--- src/design/tlw_pkg.sv ---
`timescale 1ns / 1ps
// types, codes and microcode control word for the two-level page table walker
// no dependencies; used by tlw_ucode_rom, the core and tlw_checker
package tlw_pkg;

  localparam int unsigned EntryIdxW = 10;
  localparam int unsigned StepW     = 5;

  // entry flag bits
  localparam int unsigned EntPresent = 0;
  localparam int unsigned EntWrite   = 1;
  localparam int unsigned EntUser    = 2;

  // configuration register byte addresses
  localparam int unsigned PaddrW = 3;
  localparam logic [PaddrW-1:0] RegDirectoryFrame = 3'd0;

  typedef enum logic [1:0] {
    ACT_MAP   = 2'd0,
    ACT_UNMAP = 2'd1,
    ACT_XLATE = 2'd2
  } action_e;

  typedef struct packed {
    logic [1:0]  action;
    logic [31:0] virtual_address;
    logic [31:0] physical_address;
    logic [11:0] page_flags;
    logic [7:0]  spare_table_frame;
  } in_item_t;

  typedef struct packed {
    logic [31:0] physical_result;
    logic        mapped;
    logic        table_created;
  } out_item_t;

  typedef logic [StepW-1:0] step_t;

  // microcode step addresses
  localparam step_t ST_CLRALL      = 5'd0;
  localparam step_t ST_IDLE        = 5'd1;
  localparam step_t ST_PREP_SPARE  = 5'd2;
  localparam step_t ST_LD_DIRF     = 5'd3;
  localparam step_t ST_RD_DIR      = 5'd4;
  localparam step_t ST_LD_DENT     = 5'd5;
  localparam step_t ST_WAIT_TF     = 5'd6;
  localparam step_t ST_DISP_MAP    = 5'd7;
  localparam step_t ST_DISP_UNMAP  = 5'd8;
  localparam step_t ST_DISP_XLATE  = 5'd9;
  localparam step_t ST_DISP_NONE   = 5'd10;
  localparam step_t ST_MAP_CHK     = 5'd11;
  localparam step_t ST_MAP_CLR     = 5'd12;
  localparam step_t ST_MAP_DIR     = 5'd13;
  localparam step_t ST_MAP_PRES    = 5'd14;
  localparam step_t ST_MAP_SETU    = 5'd15;
  localparam step_t ST_MAP_ENT     = 5'd16;
  localparam step_t ST_UN_CHK      = 5'd17;
  localparam step_t ST_UN_CLR      = 5'd18;
  localparam step_t ST_XL_CHK      = 5'd19;
  localparam step_t ST_XL_RD       = 5'd20;
  localparam step_t ST_XL_RES      = 5'd21;
  localparam step_t ST_DONE_WAIT   = 5'd22;
  localparam step_t ST_DONE_OUT    = 5'd23;

  typedef enum logic [3:0] {
    C_NEVER        = 4'd0,
    C_ALWAYS       = 4'd1,
    C_NO_ACCEPT    = 4'd2,
    C_CNT_MORE     = 4'd3,
    C_TBL_MORE     = 4'd4,
    C_IS_MAP       = 4'd5,
    C_IS_UNMAP     = 4'd6,
    C_IS_XLATE     = 4'd7,
    C_DENT_PRESENT = 4'd8,
    C_DENT_ABSENT  = 4'd9,
    C_NO_USER_NEED = 4'd10,
    C_OUT_BUSY     = 4'd11
  } cond_e;

  typedef enum logic [1:0] {
    A_ALL    = 2'd0,
    A_TBLCLR = 2'd1,
    A_DIR    = 2'd2,
    A_TAB    = 2'd3
  } addr_sel_e;

  typedef enum logic [1:0] {
    WD_ZERO   = 2'd0,
    WD_NEWDIR = 2'd1,
    WD_DIRU   = 2'd2,
    WD_ENTRY  = 2'd3
  } wd_sel_e;

  typedef enum logic [1:0] {
    MS_CFG   = 2'd0,
    MS_SPARE = 2'd1,
    MS_RDATA = 2'd2
  } mod_src_e;

  typedef enum logic [1:0] {
    CNT_HOLD = 2'd0,
    CNT_CLR  = 2'd1,
    CNT_INC  = 2'd2
  } cnt_op_e;

  typedef enum logic [1:0] {
    TF_HOLD = 2'd0,
    TF_MOD  = 2'd1,
    TF_NF   = 2'd2
  } tf_sel_e;

  typedef struct packed {
    cond_e     cond;
    step_t     target;
    logic      mem_we;
    addr_sel_e addr_sel;
    wd_sel_e   wd_sel;
    mod_src_e  mod_src;
    cnt_op_e   cnt_op;
    tf_sel_e   tf_sel;
    logic      ld_dirf;
    logic      ld_nf;
    logic      ld_dent;
    logic      ld_created;
    logic      ld_result;
    logic      clr_res;
    logic      out_load;
    logic      in_ready;
  } ctl_t;

endpackage

--- src/design/tlw_ucode_rom.sv ---
`timescale 1ns / 1ps
// microcode store: one control word per sequencer step
// depends on tlw_pkg
module tlw_ucode_rom (
  input  tlw_pkg::step_t step_i,
  output tlw_pkg::ctl_t  ctl_o
);

  always_comb begin
    ctl_o = '0;
    unique case (step_i)
      tlw_pkg::ST_CLRALL: begin
        ctl_o.mem_we   = 1'b1;
        ctl_o.addr_sel = tlw_pkg::A_ALL;
        ctl_o.wd_sel   = tlw_pkg::WD_ZERO;
        ctl_o.cnt_op   = tlw_pkg::CNT_INC;
        ctl_o.cond     = tlw_pkg::C_CNT_MORE;
        ctl_o.target   = tlw_pkg::ST_CLRALL;
      end
      tlw_pkg::ST_IDLE: begin
        ctl_o.in_ready = 1'b1;
        ctl_o.mod_src  = tlw_pkg::MS_CFG;
        ctl_o.cnt_op   = tlw_pkg::CNT_CLR;
        ctl_o.clr_res  = 1'b1;
        ctl_o.cond     = tlw_pkg::C_NO_ACCEPT;
        ctl_o.target   = tlw_pkg::ST_IDLE;
      end
      tlw_pkg::ST_PREP_SPARE: begin
        ctl_o.mod_src = tlw_pkg::MS_SPARE;
      end
      tlw_pkg::ST_LD_DIRF: begin
        ctl_o.ld_dirf = 1'b1;
      end
      tlw_pkg::ST_RD_DIR: begin
        ctl_o.addr_sel = tlw_pkg::A_DIR;
        ctl_o.ld_nf    = 1'b1;
      end
      tlw_pkg::ST_LD_DENT: begin
        ctl_o.ld_dent = 1'b1;
        ctl_o.mod_src = tlw_pkg::MS_RDATA;
      end
      tlw_pkg::ST_WAIT_TF: begin
        ctl_o.cond = tlw_pkg::C_NEVER;
      end
      tlw_pkg::ST_DISP_MAP: begin
        ctl_o.tf_sel = tlw_pkg::TF_MOD;
        ctl_o.cond   = tlw_pkg::C_IS_MAP;
        ctl_o.target = tlw_pkg::ST_MAP_CHK;
      end
      tlw_pkg::ST_DISP_UNMAP: begin
        ctl_o.cond   = tlw_pkg::C_IS_UNMAP;
        ctl_o.target = tlw_pkg::ST_UN_CHK;
      end
      tlw_pkg::ST_DISP_XLATE: begin
        ctl_o.cond   = tlw_pkg::C_IS_XLATE;
        ctl_o.target = tlw_pkg::ST_XL_CHK;
      end
      tlw_pkg::ST_DISP_NONE: begin
        ctl_o.cond   = tlw_pkg::C_ALWAYS;
        ctl_o.target = tlw_pkg::ST_DONE_WAIT;
      end
      tlw_pkg::ST_MAP_CHK: begin
        ctl_o.cond   = tlw_pkg::C_DENT_PRESENT;
        ctl_o.target = tlw_pkg::ST_MAP_PRES;
      end
      tlw_pkg::ST_MAP_CLR: begin
        ctl_o.mem_we   = 1'b1;
        ctl_o.addr_sel = tlw_pkg::A_TBLCLR;
        ctl_o.wd_sel   = tlw_pkg::WD_ZERO;
        ctl_o.cnt_op   = tlw_pkg::CNT_INC;
        ctl_o.cond     = tlw_pkg::C_TBL_MORE;
        ctl_o.target   = tlw_pkg::ST_MAP_CLR;
      end
      tlw_pkg::ST_MAP_DIR: begin
        ctl_o.mem_we     = 1'b1;
        ctl_o.addr_sel   = tlw_pkg::A_DIR;
        ctl_o.wd_sel     = tlw_pkg::WD_NEWDIR;
        ctl_o.tf_sel     = tlw_pkg::TF_NF;
        ctl_o.ld_created = 1'b1;
        ctl_o.cond       = tlw_pkg::C_ALWAYS;
        ctl_o.target     = tlw_pkg::ST_MAP_ENT;
      end
      tlw_pkg::ST_MAP_PRES: begin
        ctl_o.cond   = tlw_pkg::C_NO_USER_NEED;
        ctl_o.target = tlw_pkg::ST_MAP_ENT;
      end
      tlw_pkg::ST_MAP_SETU: begin
        ctl_o.mem_we   = 1'b1;
        ctl_o.addr_sel = tlw_pkg::A_DIR;
        ctl_o.wd_sel   = tlw_pkg::WD_DIRU;
      end
      tlw_pkg::ST_MAP_ENT: begin
        ctl_o.mem_we   = 1'b1;
        ctl_o.addr_sel = tlw_pkg::A_TAB;
        ctl_o.wd_sel   = tlw_pkg::WD_ENTRY;
        ctl_o.cond     = tlw_pkg::C_ALWAYS;
        ctl_o.target   = tlw_pkg::ST_DONE_WAIT;
      end
      tlw_pkg::ST_UN_CHK: begin
        ctl_o.cond   = tlw_pkg::C_DENT_ABSENT;
        ctl_o.target = tlw_pkg::ST_DONE_WAIT;
      end
      tlw_pkg::ST_UN_CLR: begin
        ctl_o.mem_we   = 1'b1;
        ctl_o.addr_sel = tlw_pkg::A_TAB;
        ctl_o.wd_sel   = tlw_pkg::WD_ZERO;
        ctl_o.cond     = tlw_pkg::C_ALWAYS;
        ctl_o.target   = tlw_pkg::ST_DONE_WAIT;
      end
      tlw_pkg::ST_XL_CHK: begin
        ctl_o.cond   = tlw_pkg::C_DENT_ABSENT;
        ctl_o.target = tlw_pkg::ST_DONE_WAIT;
      end
      tlw_pkg::ST_XL_RD: begin
        ctl_o.addr_sel = tlw_pkg::A_TAB;
      end
      tlw_pkg::ST_XL_RES: begin
        ctl_o.ld_result = 1'b1;
      end
      tlw_pkg::ST_DONE_WAIT: begin
        ctl_o.cond   = tlw_pkg::C_OUT_BUSY;
        ctl_o.target = tlw_pkg::ST_DONE_WAIT;
      end
      tlw_pkg::ST_DONE_OUT: begin
        ctl_o.out_load = 1'b1;
        ctl_o.cond     = tlw_pkg::C_ALWAYS;
        ctl_o.target   = tlw_pkg::ST_IDLE;
      end
      default: begin
        ctl_o.cond   = tlw_pkg::C_ALWAYS;
        ctl_o.target = tlw_pkg::ST_IDLE;
      end
    endcase
  end

endmodule

--- config.mk ---
export PLATFORM = sky130hd
export DESIGN_NAME = tlw_ucode_rom
export DESIGN_NICKNAME = d
export VERILOG_FILES = /design/src/design/tlw_pkg.sv /design/src/design/tlw_ucode_rom.sv
export SDC_FILE = /design/constraint.sdc
export NUM_CORES = 1
export LEC_CHECK = 0
export ABC_AREA = 0
export BUFFER_PORTS_ARGS = -buffer_cell sky130_fd_sc_hd__buf_2
export CORE_AREA = 5 5 42 44
export DETAILED_ROUTE_END_ITERATION = 16
export DIE_AREA = 0 0 47 49
export PLACE_DENSITY_LB_ADDON = 0.25
export SLEW_MARGIN = 20
export SYNTH_ARGS = -nofsm -noshare
export SYNTH_HDL_FRONTEND = slang
export SYNTH_SLANG_ARGS = --single-unit
--- constraint.sdc ---
create_clock -name vclk -period 1.76
set_input_delay 0.176 -clock vclk [all_inputs]
set_output_delay 0.176 -clock vclk [all_outputs]
set_load 0.005 [all_outputs]
==> summary by stage <==
STA
The worst hold-check slack is slightly below 800 ps. Timing would allow up to 689 MHz. At the pin with the least slew margin, the transition time is 353 ps.

The final critical path takes up 82.5% of the cycle. The worst relative slew slack is 76.4%. The setup TNS is 0 ps.

The final hold violation count came to 0. The final-report max-slew violation count is 0. The number of setup violations in the final report is 0.

The minimum clock period is 1450 ps. Setup repair after global routing left no endpoint under its margin.

Final layout
The fraction of layout cells with a size suffix above 1 is between 30 and 40%. The number of nets in the layout is ~110. The library cells used most frequently in the layout, excluding fill and tap cells, are 33 x buf_2, 11 x nor2_1, 8 x nand2_1. The flip-flop and latch area is 0 um^2.

The design has 0 sequential cells. The clock buffer count is 0. The library cell used most frequently in the layout, excluding fill and tap cells, is buf_2.

The area growth from synthesis to layout is 22.0%. The repair_antennas step left the layout with diodes totalling 0. Cells fill 43.1% of the core in the end.

Global routing
Global routing consumed, over all layers together, 13.1% of the routing resources. The initial antenna violation count is 0. Entering global routing, the biggest net connects 21 pins.

The total congestion overflow is 0. The first-pass GRT wire length is 2.49 mm. The number of global-route vias before repair is 559.

Floorplan
The die footprint is 2300 um^2. From bottom edge to top edge, the die measures between 40 and 50 um. The starting density of the core is 35.4%.

The core region is around 1400 um^2. The die width is 47 um. The count of boundary I/O pins is 33. The number of placement rows is 14.

Placed design
The detailed placement HPWL is approximately 1.1 mm. The final weighted congestion of routability-driven global placement is 0.831. Buffers placed on the I/O ports in this run total 33.

Worst setup path
Of all nets on the critical path, the largest fanout is 20. The cell occurring most often along the worst timing path is buf_2. The number of buffers and inverters on the critical path is 2. The data arrival time of the critical path is 1280 ps. Walking the worst path, the cells encountered are buf_2 > nor3b_1 > o21ba_1 > o22ai_1 > buf_2. The family with the most delay on the worst path is buffers and inverters.

Data on the critical path is required at its endpoint by 1580 ps. The start-to-end type of the worst setup path is in -> out. The nature of the critical path startpoint is a primary input. The type of destination of the critical path is an output pin. The worst-path cell with the longest stage delay is nor3b_1.

On the worst path, the slowest cell contributes a delay of 380 ps. The instance count on the critical path is 5.

Route
Using the TritonRoute via totals, the vias-per-cell ratio works out to about 5.3. In this run, the number of DRC markers left after iteration 0 of detailed routing was 9. The sum of routed wire length over all layers is roughly 1.5 mm. The number of nets with antenna violations after routing is 0.

The overall via count from detail_route is 640. The number of design rule violations left after detail routing is 0. The pre-antenna-repair detailed-routing pass consisted of 4 iterations.

The mean routed wirelength per cell is 12.8 um.

Job
Across the run, the number of max-cap violations was 0.

Synthesis
The largest total area in the synthesized netlist belongs to buf_4. In the synthesized netlist, the number of instances is 82. The share of the Yosys chip area taken by registers is 0%. By area the synthesized netlist is led by buf_4 9.1%, nor2_1 8.3%, a21oi_1 6.1%.

The area fraction of the dominant cell type after synthesis is 9.09%. The post-synthesis instance area is 495 um^2. The synthesized netlist contains 31 unique library cells. The Yosys step of the flow raised 0 warnings.

The number of nets in the synthesized netlist is just under 90. The average instance in the mapped netlist occupies 6.04 um^2.

Power
VDD sags by at most about 0.1 mV. In this run the power density over the cells is 227 nW/um^2. The static power due to leakage is about 0.00033 uW.

Clock network
The hold buffer count at CTS is 0. The number of setup buffers added after CTS is 0. The total of cells resized after clock tree synthesis is 0.

Hold path
The worst min-delay path class is in -> out. The cell count of the worst hold path is 3.

Outcome
The run finished with clean final reports.
cell families after synthesis:
| group | after synthesis | share of synthesized area [%] |
|---|---|---|
| simple gates | 39 | 39.9 |
| mux | 2 | 4.04 |
| xor+xnor | 2 | 3.54 |
| compound gates | 24 | 34.1 |
| buf+inv | 15 | 18.4 |
power breakdown:
group	switching [uW]	internal, uW
Clock	0	0
Combinational	80.8	56.2
Sequential	0	0
Total	80.8	56.2
per-layer routing:
layer	GRT usage, %	wire length (um)	vias up
li1	-	-	330
met1	17.6	671	291
met2	24.0	777	19
met4	0	0	0
met5	0	0	-
met3	0	81	0
worst paths after layout:
| check | start | to |
|---|---|---|
| min | step_i[0] | ctl_o[16] |
| max | step_i[2] | ctl_o[22] |
final cells by class:
cell class	count	area (um^2)
Fill cell	171	797
Multi-Input combinational cell	67	404
Timing Repair Buffer	33	165
Tap cell	16	20.0
Inverter	4	15.0
synthesized netlist by cell type (2+ instances only):
cell / n
a21oi_1: 6
a22oi_1: 2
and2b_1: 2
buf_2: 4
buf_4: 6
inv_1: 2
inv_2: 2
mux2i_1: 2
nand2_1: 8
nand2b_1: 4
nand3_1: 3
nor2_1: 11
nor2b_1: 2
nor3_1: 5
o21ai_1: 2
o22ai_1: 4
or2_4: 2
xor2_1: 2
stage by stage:
step           worst slack [ps]  cells  total power [uW]  area [um^2]
3_5_place_dp                325    120               137          604
6_report                    308    120               137          604
5_1_grt                     195    120               153          604
2_1_floorplan               652     82               102          495
4_1_cts                     320    120               137          604
3_3_place_gp                304    120               136          604
(Power assumes the default switching activity.)
