`src/design/tlw_frame_mod.sv`:
```
`timescale 1ns / 1ps
// frame number reduction modulo TABLE_FRAMES, two register stages
// reciprocal multiply, back-multiply, then one compare and subtract
module tlw_frame_mod #(
  parameter int unsigned TABLE_FRAMES = 256
) (
  input  logic                              clk_i,
  input  logic [19:0]                       x_i,
  output logic [$clog2(TABLE_FRAMES)-1:0]   frame_o
);

  localparam int unsigned FrameW = $clog2(TABLE_FRAMES);
  localparam logic [31:0] MulK = 32'((64'd1 << 32) / TABLE_FRAMES);
  localparam logic [FrameW:0] NumW = (FrameW + 1)'(TABLE_FRAMES);
  localparam logic [19:0] NumX = 20'(TABLE_FRAMES);

  logic [51:0]     prod_q;
  logic [19:0]     x_q;
  logic [19:0]     quot;
  logic [19:0]     back;
  logic [19:0]     diff;
  logic [FrameW:0] r_q;
  logic [FrameW:0] r_sub;

  // quotient estimate is exact or one short, so the remainder stays below 2N
  always_ff @(posedge clk_i) begin
    prod_q <= {32'b0, x_i} * {20'b0, MulK};
    x_q    <= x_i;
    r_q    <= diff[FrameW:0];
  end

  always_comb begin
    quot    = prod_q[51:32];
    back    = quot * NumX;
    diff    = x_q - back;
    r_sub   = r_q - NumW;
    frame_o = (r_q >= NumW) ? r_sub[FrameW-1:0] : r_q[FrameW-1:0];
  end

endmodule

```
`config.mk`:
```
export PLATFORM = sky130hd
export DESIGN_NAME = tlw_frame_mod
export DESIGN_NICKNAME = d
export VERILOG_FILES = /design/src/design/tlw_frame_mod.sv
export SDC_FILE = /design/constraint.sdc
export NUM_CORES = 1
export LEC_CHECK = 0
export ABC_AREA = 1
export BUFFER_PORTS_ARGS = -buffer_cell sky130_fd_sc_hd__clkbuf_2
export CAP_MARGIN = 10
export CORE_AREA = 2 2 39 41
export CTS_BUF_LIST = sky130_fd_sc_hd__clkbuf_16
export CTS_CLUSTER_DIAMETER = 200
export DETAILED_ROUTE_END_ITERATION = 8
export DIE_AREA = 0 0 41 43
export PLACE_DENSITY = 0.67
export SLEW_MARGIN = 10
export SYNTH_ARGS = -nofsm -noshare
export SYNTH_HDL_FRONTEND = slang
export SYNTH_SLANG_ARGS = --single-unit
```
`constraint.sdc`:
```
create_clock -name clk_i -period 0.8 [get_ports clk_i]
set_clock_uncertainty 0.1 [all_clocks]
set_input_delay 0.16 -clock clk_i [delete_from_list [all_inputs] [get_ports clk_i]]
set_output_delay 0.16 -clock clk_i [all_outputs]
set_load 0.02 [all_outputs]
```
==> metrics.txt, run 1 <==
# TYPE chip_impl_metric gauge
chip_impl_metric{name="r2r_cells",unit=""} 0
chip_impl_metric{name="final_worst_slack",unit="ps"} -137
chip_impl_metric{name="design.final.nets",unit=""} 66
chip_impl_info{name="worst_path_dominant_cell_family",value="flip-flops"} 1
chip_impl_metric{name="crit_buf_inv",unit=""} 1
chip_impl_metric{name="post_synth.cell_area_avg",unit="um2"} 20.0
chip_impl_metric{name="grt.total_usage",unit="%"} 7.72
chip_impl_metric{name="grt_start_max_net_pins",unit=""} 9
chip_impl_metric{name="numPortBuffers",unit=""} 16
chip_impl_metric{name="antenna_found_initial",unit=""} 0
chip_impl_metric{name="yosys_warnings",unit=""} 0
chip_impl_info{name="worst_hold_path_type",value="reg -> reg"} 1
chip_impl_metric{name="finalWirelength",unit="um"} 513
chip_impl_info{name="run_status",value="finished with violations"} 1
chip_impl_metric{name="drt_first_iter_violations",unit=""} 0
chip_impl_info{name="cts.root.buffer_cell",value="sky130_fd_sc_hd__clkbuf_16"} 1
chip_impl_info{name="rsz0062_at_grt",value="yes"} 1
chip_impl_metric{name="timing.final.setup_violations",unit=""} 8
chip_impl_metric{name="synthToLayoutAreaGrowth",unit="%"} 108
chip_impl_metric{name="final_cells",unit=""} 59
chip_impl_metric{name="max_slew.worst_pin.slew",unit="ps"} 60.1
chip_impl_info{name="worst_setup_path_end_kind",value="primary output"} 1
chip_impl_metric{name="r2r_setup_slack",unit="ps"} 300
chip_impl_metric{name="combPwrFrac",unit="%"} 7.1
chip_impl_metric{name="placeableCoreArea",unit="um2"} 1380
chip_impl_metric{name="fp-row-count",unit=""} 14
chip_impl_metric{name="p_leak",unit="nW"} 0.298
chip_impl_metric{name="cp_max_fo",unit=""} 1
chip_impl_metric{name="min_delay_path_depth",unit=""} 0
chip_impl_metric{name="synth_area",unit="um2"} 320
chip_impl_metric{name="grt_pass1_wl",unit="um"} 752
chip_impl_metric{name="multi_input_gate_area_in_the_final_layout",unit="um2"} 0
chip_impl_metric{name="critical_path_depth",unit=""} 1
chip_impl_info{name="worstPathCellList",value="buf_8"} 1
chip_impl_metric{name="worst_ep_required_time",unit="ps"} 540
chip_impl_metric{name="share_seq_of_total_power",unit="%"} 45.2
chip_impl_info{name="worst_r2r_endpoint",value="r_q[2]"} 1
chip_impl_metric{name="cts_max_path_buffers",unit=""} 2
chip_impl_metric{name="final-max-slew-violation-count",unit=""} 0
chip_impl_info{name="violations",value="setup timing"} 1
chip_impl_metric{name="floorplan.io_pins",unit=""} 29
chip_impl_metric{name="place.detailed.instances",unit=""} 48
chip_impl_metric{name="route.vias.total",unit=""} 197
chip_impl_info{name="tritoncts_clock_tree",value="done"} 1
chip_impl_info{name="critical_path.startpoint",value="r_q[7]"} 1
chip_impl_metric{name="cts.clk_slew.worst_paths",unit="ps"} 40
chip_impl_metric{name="layout.comb_gates.multi_input",unit=""} 0
chip_impl_metric{name="tritoncts_num_sinks",unit=""} 16
chip_impl_metric{name="tns",unit="ps"} -1060
chip_impl_metric{name="cts_made_buffers",unit=""} 3
chip_impl_metric{name="syn-instance-count",unit=""} 16
chip_impl_metric{name="die_h",unit="um"} 43
chip_impl_metric{name="fill_cells",unit=""} 124
chip_impl_metric{name="drc_errors",unit=""} 0
chip_impl_info{name="timing.rr.start",value="prod_q[26]"} 1
chip_impl_metric{name="clkLatencyLatePin",unit="ps"} 240
chip_impl_metric{name="drt_pre_antenna_iters",unit=""} 1
chip_impl_info{name="crit_path_end",value="frame_o[7]"} 1
chip_impl_metric{name="post_route_cells_drive_above_1_share",unit="%"} 62.8
chip_impl_metric{name="num_antenna_cells",unit=""} 0
chip_impl_metric{name="total_switching_power",unit="mW"} 0.323
chip_impl_metric{name="drt.antenna.violating_nets",unit=""} 0
chip_impl_info{name="critical_path.startpoint_type",value="flop"} 1
chip_impl_metric{name="viasPerCell",unit=""} 3.34
chip_impl_metric{name="htreeDepth",unit=""} 1
chip_impl_metric{name="vias_in_the_first_global_route",unit=""} 213
chip_impl_metric{name="maximum_resistive_drop_on_vdd",unit="uV"} 1700
chip_impl_metric{name="die_area",unit="um2"} 1760
chip_impl_metric{name="register_area",unit="um2"} 330
chip_impl_metric{name="die_w",unit="um"} 41
chip_impl_metric{name="cap_violations",unit=""} 0
chip_impl_metric{name="place_congestion",unit=""} 0.548
chip_impl_metric{name="syn_nets",unit=""} 37
chip_impl_metric{name="p_sw_share",unit="%"} 16.9
chip_impl_metric{name="count_of_state_elements_after_synthesis",unit=""} 16
chip_impl_metric{name="wl_per_cell",unit="um"} 8.69
chip_impl_metric{name="p_int",unit="mW"} 1.59
chip_impl_metric{name="hold_vio_cnt_final",unit=""} 0
chip_impl_metric{name="timing.fmax",unit="GHz"} 1.07
chip_impl_metric{name="finalWorstPathRequiredPeriod",unit="ps"} 937
chip_impl_metric{name="floorplan.initialDensity",unit="%"} 23.1
chip_impl_info{name="critical_path.slowest_cell",value="sky130_fd_sc_hd__dfxtp_2"} 1
chip_impl_metric{name="layout_worst_path_cycle_share",unit="%"} 117
chip_impl_info{name="timing.setup.critical_path_class",value="reg -> out"} 1
chip_impl_metric{name="critical_path_at",unit="ps"} 680
chip_impl_metric{name="cellPowerDensity",unit="nW/um2"} 2880
chip_impl_metric{name="synth_sequential_area_ratio",unit="%"} 100
chip_impl_metric{name="power.share.clock",unit="%"} 47.8
chip_impl_metric{name="cpPeakStageDelay",unit="ps"} 320
chip_impl_metric{name="timing.slew.headroom",unit="%"} 96.0
chip_impl_metric{name="grt_overflow_total",unit=""} 0
chip_impl_metric{name="synthDistinctLibCells",unit=""} 1
==> synthesized netlist by cell type (all sizes together) <==
library cell  instances  area, um2
dfxtp                16        320
==> logic make-up (layout without fill, tap and decap cells) <==
group | after synthesis | in the layout | share of synthesized area, %
buf+inv | 0 | 27 | 0
flops | 16 | 16 | 100
==> stage by stage <==
step	power [mW]	utilization, %	worst slack, ps	cell area, um2	hold slack (ps)
2_1_floorplan	0.893	-	145	320	87.7
3_3_place_gp	0.931	30.4	93.5	420	164
3_5_place_dp	0.934	30.4	73.0	420	165
4_1_cts	1.93	47.2	-159	653	223
5_1_grt	1.99	48.1	-154	666	229
6_report	1.91	48.1	-137	666	222
==> placed cells by master, fill, tap and decap left out <==
cell and count:
sky130_fd_sc_hd__clkbuf_2 8, sky130_fd_sc_hd__buf_8 8, sky130_fd_sc_hd__dlygate4sd3_1 8, sky130_fd_sc_hd__dfxtp_1 8, sky130_fd_sc_hd__dfxtp_2 8, sky130_fd_sc_hd__clkbuf_16 3
==> final cells by class <==
cell class | count | area share, %
flip-flops and latches | 16 | 49.6
well taps | 16 | 3.01
clock buffers | 3 | 11.3
repair buffers | 24 | 36.1
==> state kept, by name (all words and copies together), names as in the netlist <==
| signal | cells |
|---|---|
| prod_q | 8 |
| r_q | 8 |
==> routing by layer <==
| metal | up-vias | GRT usage [%] | part of all wire [%] |
|---|---|---|---|
| met5 | - | 0 | 0 |
| met4 | 0 | 10.0 | 0 |
| met3 | 0 | 6.28 | 11 |
| met2 | 13 | 10.6 | 50 |
| met1 | 82 | 5.00 | 39 |
| li1 | 102 | - | - |
==> worst min-delay path by stage <==
stage / start / slack, ps / end
after CTS: prod_q[30] / 220 / r_q[6]
after global placement: x_i[7] / 160 / prod_q[31]
after floorplan: x_i[0] / 90 / prod_q[24]
final: prod_q[30] / 220 / r_q[6]
after detailed placement: x_i[4] / 170 / prod_q[28]
after global routing: prod_q[29] / 230 / r_q[5]
==> power groups by stage <==
| stage | Sequential (mW) | Combinational (mW) | Clock (mW) |
|---|---|---|---|
| floorplan | 0.893 | 0 | 0 |
| detailed placement | 0.867 | 0.0669 | 0 |
| global route | 0.867 | 0.144 | 0.977 |
| CTS | 0.858 | 0.128 | 0.946 |
| global placement | 0.865 | 0.0653 | 0 |
| finish | 0.865 | 0.135 | 0.915 |
==> repair_timing <==
action / in CTS / in global routing
gates cloned: 0 / 0
setup endpoints to repair: 8 / 8
hold buffers: 8 / 0
resized for setup: 22 / 10
hold endpoints to repair: 8 / 0
setup buffers: 0 / 0
Note: power is estimated with default switching activity, not from simulation.
==> run 2: changes to the inputs <==
--- a/config.mk
+++ b/config.mk
@@ -9,7 +9,6 @@
 export BUFFER_PORTS_ARGS = -buffer_cell sky130_fd_sc_hd__clkbuf_2
 export CAP_MARGIN = 10
 export CORE_AREA = 2 2 39 41
-export CTS_BUF_LIST = sky130_fd_sc_hd__clkbuf_16
 export CTS_CLUSTER_DIAMETER = 200
 export DETAILED_ROUTE_END_ITERATION = 8
 export DIE_AREA = 0 0 41 43
==> run 2 against run 1 <==
  * The run still ends with setup timing left
  * Sequential share of layout area is 4.3 points higher
  * Critical path depth unchanged
  * Total power down 28%
  * Combinational power about the same
  * Clock power fell by 58%
  * Largest power group is now sequential cells
  * Highest routed layer unchanged
==> metrics.txt, run 2 (synthesis gave the netlist of run 1 again) <==
# TYPE chip_impl_metric gauge
chip_impl_metric{name="die_h",unit="um"} 43
chip_impl_metric{name="cellPowerDensity",unit="nW/um2"} 2250
chip_impl_metric{name="timing.slew.headroom",unit="%"} 94.7
chip_impl_metric{name="finalWirelength",unit="um"} 492
chip_impl_metric{name="p_leak",unit="nW"} 0.275
chip_impl_metric{name="multi_input_gate_area_in_the_final_layout",unit="um2"} 0
chip_impl_metric{name="cts_max_path_buffers",unit=""} 2
chip_impl_metric{name="min_delay_path_depth",unit=""} 0
chip_impl_metric{name="r2r_cells",unit=""} 0
chip_impl_metric{name="timing.fmax",unit="GHz"} 1.02
chip_impl_info{name="run_status",value="finished with violations"} 1
chip_impl_info{name="timing.rr.start",value="prod_q[26]"} 1
chip_impl_metric{name="drt_first_iter_violations",unit=""} 4
chip_impl_info{name="critical_path.startpoint_type",value="flop"} 1
chip_impl_metric{name="maximum_resistive_drop_on_vdd",unit="uV"} 1230
chip_impl_metric{name="synthToLayoutAreaGrowth",unit="%"} 91.4
chip_impl_info{name="min_to",value="r_q[0]"} 1
chip_impl_metric{name="numPortBuffers",unit=""} 16
chip_impl_metric{name="grt_overflow_total",unit=""} 0
chip_impl_info{name="worst_path_dominant_cell_family",value="flip-flops"} 1
chip_impl_metric{name="hold-worst-slack",unit="ps"} 229
chip_impl_metric{name="placeableCoreArea",unit="um2"} 1380
chip_impl_metric{name="cts_made_buffers",unit=""} 3
chip_impl_info{name="worstPathCellList",value="buf_8"} 1
chip_impl_info{name="largest_registers_ranked_by_flip_flop_count",value="prod_q: 8 flops, r_q: 8 flops"} 1
chip_impl_metric{name="drc_errors",unit=""} 0
chip_impl_info{name="worst_r2r_endpoint",value="r_q[2]"} 1
chip_impl_metric{name="critical_path_at",unit="ps"} 720
chip_impl_metric{name="finish.instance_area",unit="um2"} 613
chip_impl_metric{name="tritoncts_num_sinks",unit=""} 16
chip_impl_metric{name="layout.comb_gates.multi_input",unit=""} 0
chip_impl_metric{name="floorplan.initialDensity",unit="%"} 23.1
chip_impl_info{name="hold_path.startpoint",value="prod_q[24]"} 1
chip_impl_info{name="critical_path.slowest_cell",value="sky130_fd_sc_hd__dfxtp_2"} 1
chip_impl_metric{name="wl_per_cell",unit="um"} 8.34
chip_impl_metric{name="cap_violations",unit=""} 0
chip_impl_metric{name="grt_pass1_wl",unit="um"} 669
chip_impl_metric{name="die_area",unit="um2"} 1760
chip_impl_info{name="violations",value="setup timing"} 1
chip_impl_metric{name="postCtsSetupRepairBufs",unit=""} 0
chip_impl_metric{name="final_worst_slack",unit="ps"} -181
chip_impl_metric{name="cpPeakStageDelay",unit="ps"} 330
chip_impl_metric{name="timing.final.setup_violations",unit=""} 8
chip_impl_metric{name="route.vias.total",unit=""} 208
chip_impl_metric{name="antenna_found_initial",unit=""} 0
chip_impl_metric{name="post_route_cells_drive_above_1_share",unit="%"} 62.8
chip_impl_metric{name="layout_worst_path_cycle_share",unit="%"} 123
chip_impl_metric{name="cp_max_fo",unit=""} 1
chip_impl_metric{name="viasPerCell",unit=""} 3.53
chip_impl_info{name="worst_hold_path_type",value="reg -> reg"} 1
chip_impl_metric{name="final-max-slew-violation-count",unit=""} 0
chip_impl_metric{name="floorplan.io_pins",unit=""} 29
chip_impl_metric{name="cts.clk_slew.worst_paths",unit="ps"} 80
chip_impl_info{name="worst_setup_path_end_kind",value="primary output"} 1
chip_impl_metric{name="grt.total_usage",unit="%"} 6.50
chip_impl_metric{name="max_slew.worst_pin.slew",unit="ps"} 78.9
chip_impl_metric{name="drt_pre_antenna_iters",unit=""} 2
chip_impl_metric{name="design.final.nets",unit=""} 66
chip_impl_metric{name="worst_ep_required_time",unit="ps"} 540
chip_impl_metric{name="hold_vio_cnt_final",unit=""} 0
chip_impl_info{name="final_cell_mix",value="sky130_fd_sc_hd__dlygate4sd3_1 (8), sky130_fd_sc_hd__clkbuf_2 (8), sky130_fd_sc_hd__buf_8 (8), sky130_fd_sc_hd__dfxtp_1 (8), sky130_fd_sc_hd__dfxtp_2 (8)"} 1
chip_impl_info{name="timing.setup.critical_path_class",value="reg -> out"} 1
chip_impl_metric{name="num_antenna_cells",unit=""} 0
chip_impl_metric{name="htreeDepth",unit=""} 1
chip_impl_metric{name="vias_in_the_first_global_route",unit=""} 203
chip_impl_info{name="rsz0062_at_grt",value="yes"} 1
chip_impl_metric{name="place_congestion",unit=""} 0.548
chip_impl_metric{name="place_worst_setup_slack",unit="ps"} 73.0
chip_impl_metric{name="fp-row-count",unit=""} 14
chip_impl_metric{name="clkLatencyLatePin",unit="ps"} 270
chip_impl_metric{name="drt.antenna.violating_nets",unit=""} 0
chip_impl_info{name="cts.root.buffer_cell",value="sky130_fd_sc_hd__clkbuf_4"} 1
chip_impl_info{name="tritoncts_clock_tree",value="done"} 1
chip_impl_metric{name="r2r_setup_slack",unit="ps"} 300
chip_impl_metric{name="grt_start_max_net_pins",unit=""} 9
chip_impl_metric{name="total_power",unit="mW"} 1.38
chip_impl_metric{name="die_w",unit="um"} 41
chip_impl_metric{name="crit_buf_inv",unit=""} 1
chip_impl_metric{name="placement.cell_area",unit="um2"} 420
chip_impl_metric{name="finalWorstPathRequiredPeriod",unit="ps"} 981
run 2: cell types whose count changed in the layout (fill, tap and decap cells not counted):
| cell | change |
|---|---|
| sky130_fd_sc_hd__clkbuf_4 | +3 |
| sky130_fd_sc_hd__clkbuf_16 | -3 |
run 2: area by class of cell:
class / instances / area (um2)
tap: 16 / 20.0
timing repair buffer: 24 / 240
clock buffer: 3 / 22.5
fill: 128 / 771
sequential: 16 / 330
run 2: worst max path at each step:
stage          startpoint    endpoint  slack (ps)  cells past startpoint
6_report           r_q[7]  frame_o[7]        -180                      1
5_1_grt            r_q[7]  frame_o[7]        -210                      1
4_1_cts            r_q[7]  frame_o[7]        -210                      1
3_5_place_dp       r_q[7]  frame_o[7]          70                      1
3_3_place_gp       r_q[7]  frame_o[7]          90                      1
2_1_floorplan      r_q[0]  frame_o[0]         140                      0
run 2: metal layers:
| layer | vias to the layer above | track usage, % | routed length (um) |
|---|---|---|---|
| met5 | - | 0 | 0 |
| met1 | 89 | 4.00 | 162 |
| met2 | 15 | 9.69 | 264 |
| met4 | 0 | 6.00 | 0 |
| met3 | 0 | 6.28 | 65 |
| li1 | 104 | - | - |
run 2: through the flow:
| step | utilization (%) | std cells | setup TNS [ps] |
|---|---|---|---|
| final | 44.3 | 59 | -1410 |
| after floorplan | - | 16 | 0 |
| after detailed placement | 30.4 | 48 | 0 |
| after CTS | 43.5 | 59 | -1630 |
| after global placement | 30.4 | 48 | 0 |
| after global routing | 44.3 | 59 | -1670 |
run 2: what timing repair did:
item	in CTS	in global routing
hold buffers	8	0
resized for setup	23	9
setup endpoints to repair	8	8
endpoints found under the hold margin	8	0
run 2: power breakdown:
| group | switching, mW | internal (mW) | leakage, nW |
|---|---|---|---|
| registers | 0.0178 | 0.843 | 0.135 |
| logic | 0.0432 | 0.0917 | 0.126 |
| clock network | 0.207 | 0.174 | 0.0138 |
| total | 0.268 | 1.11 | 0.275 |
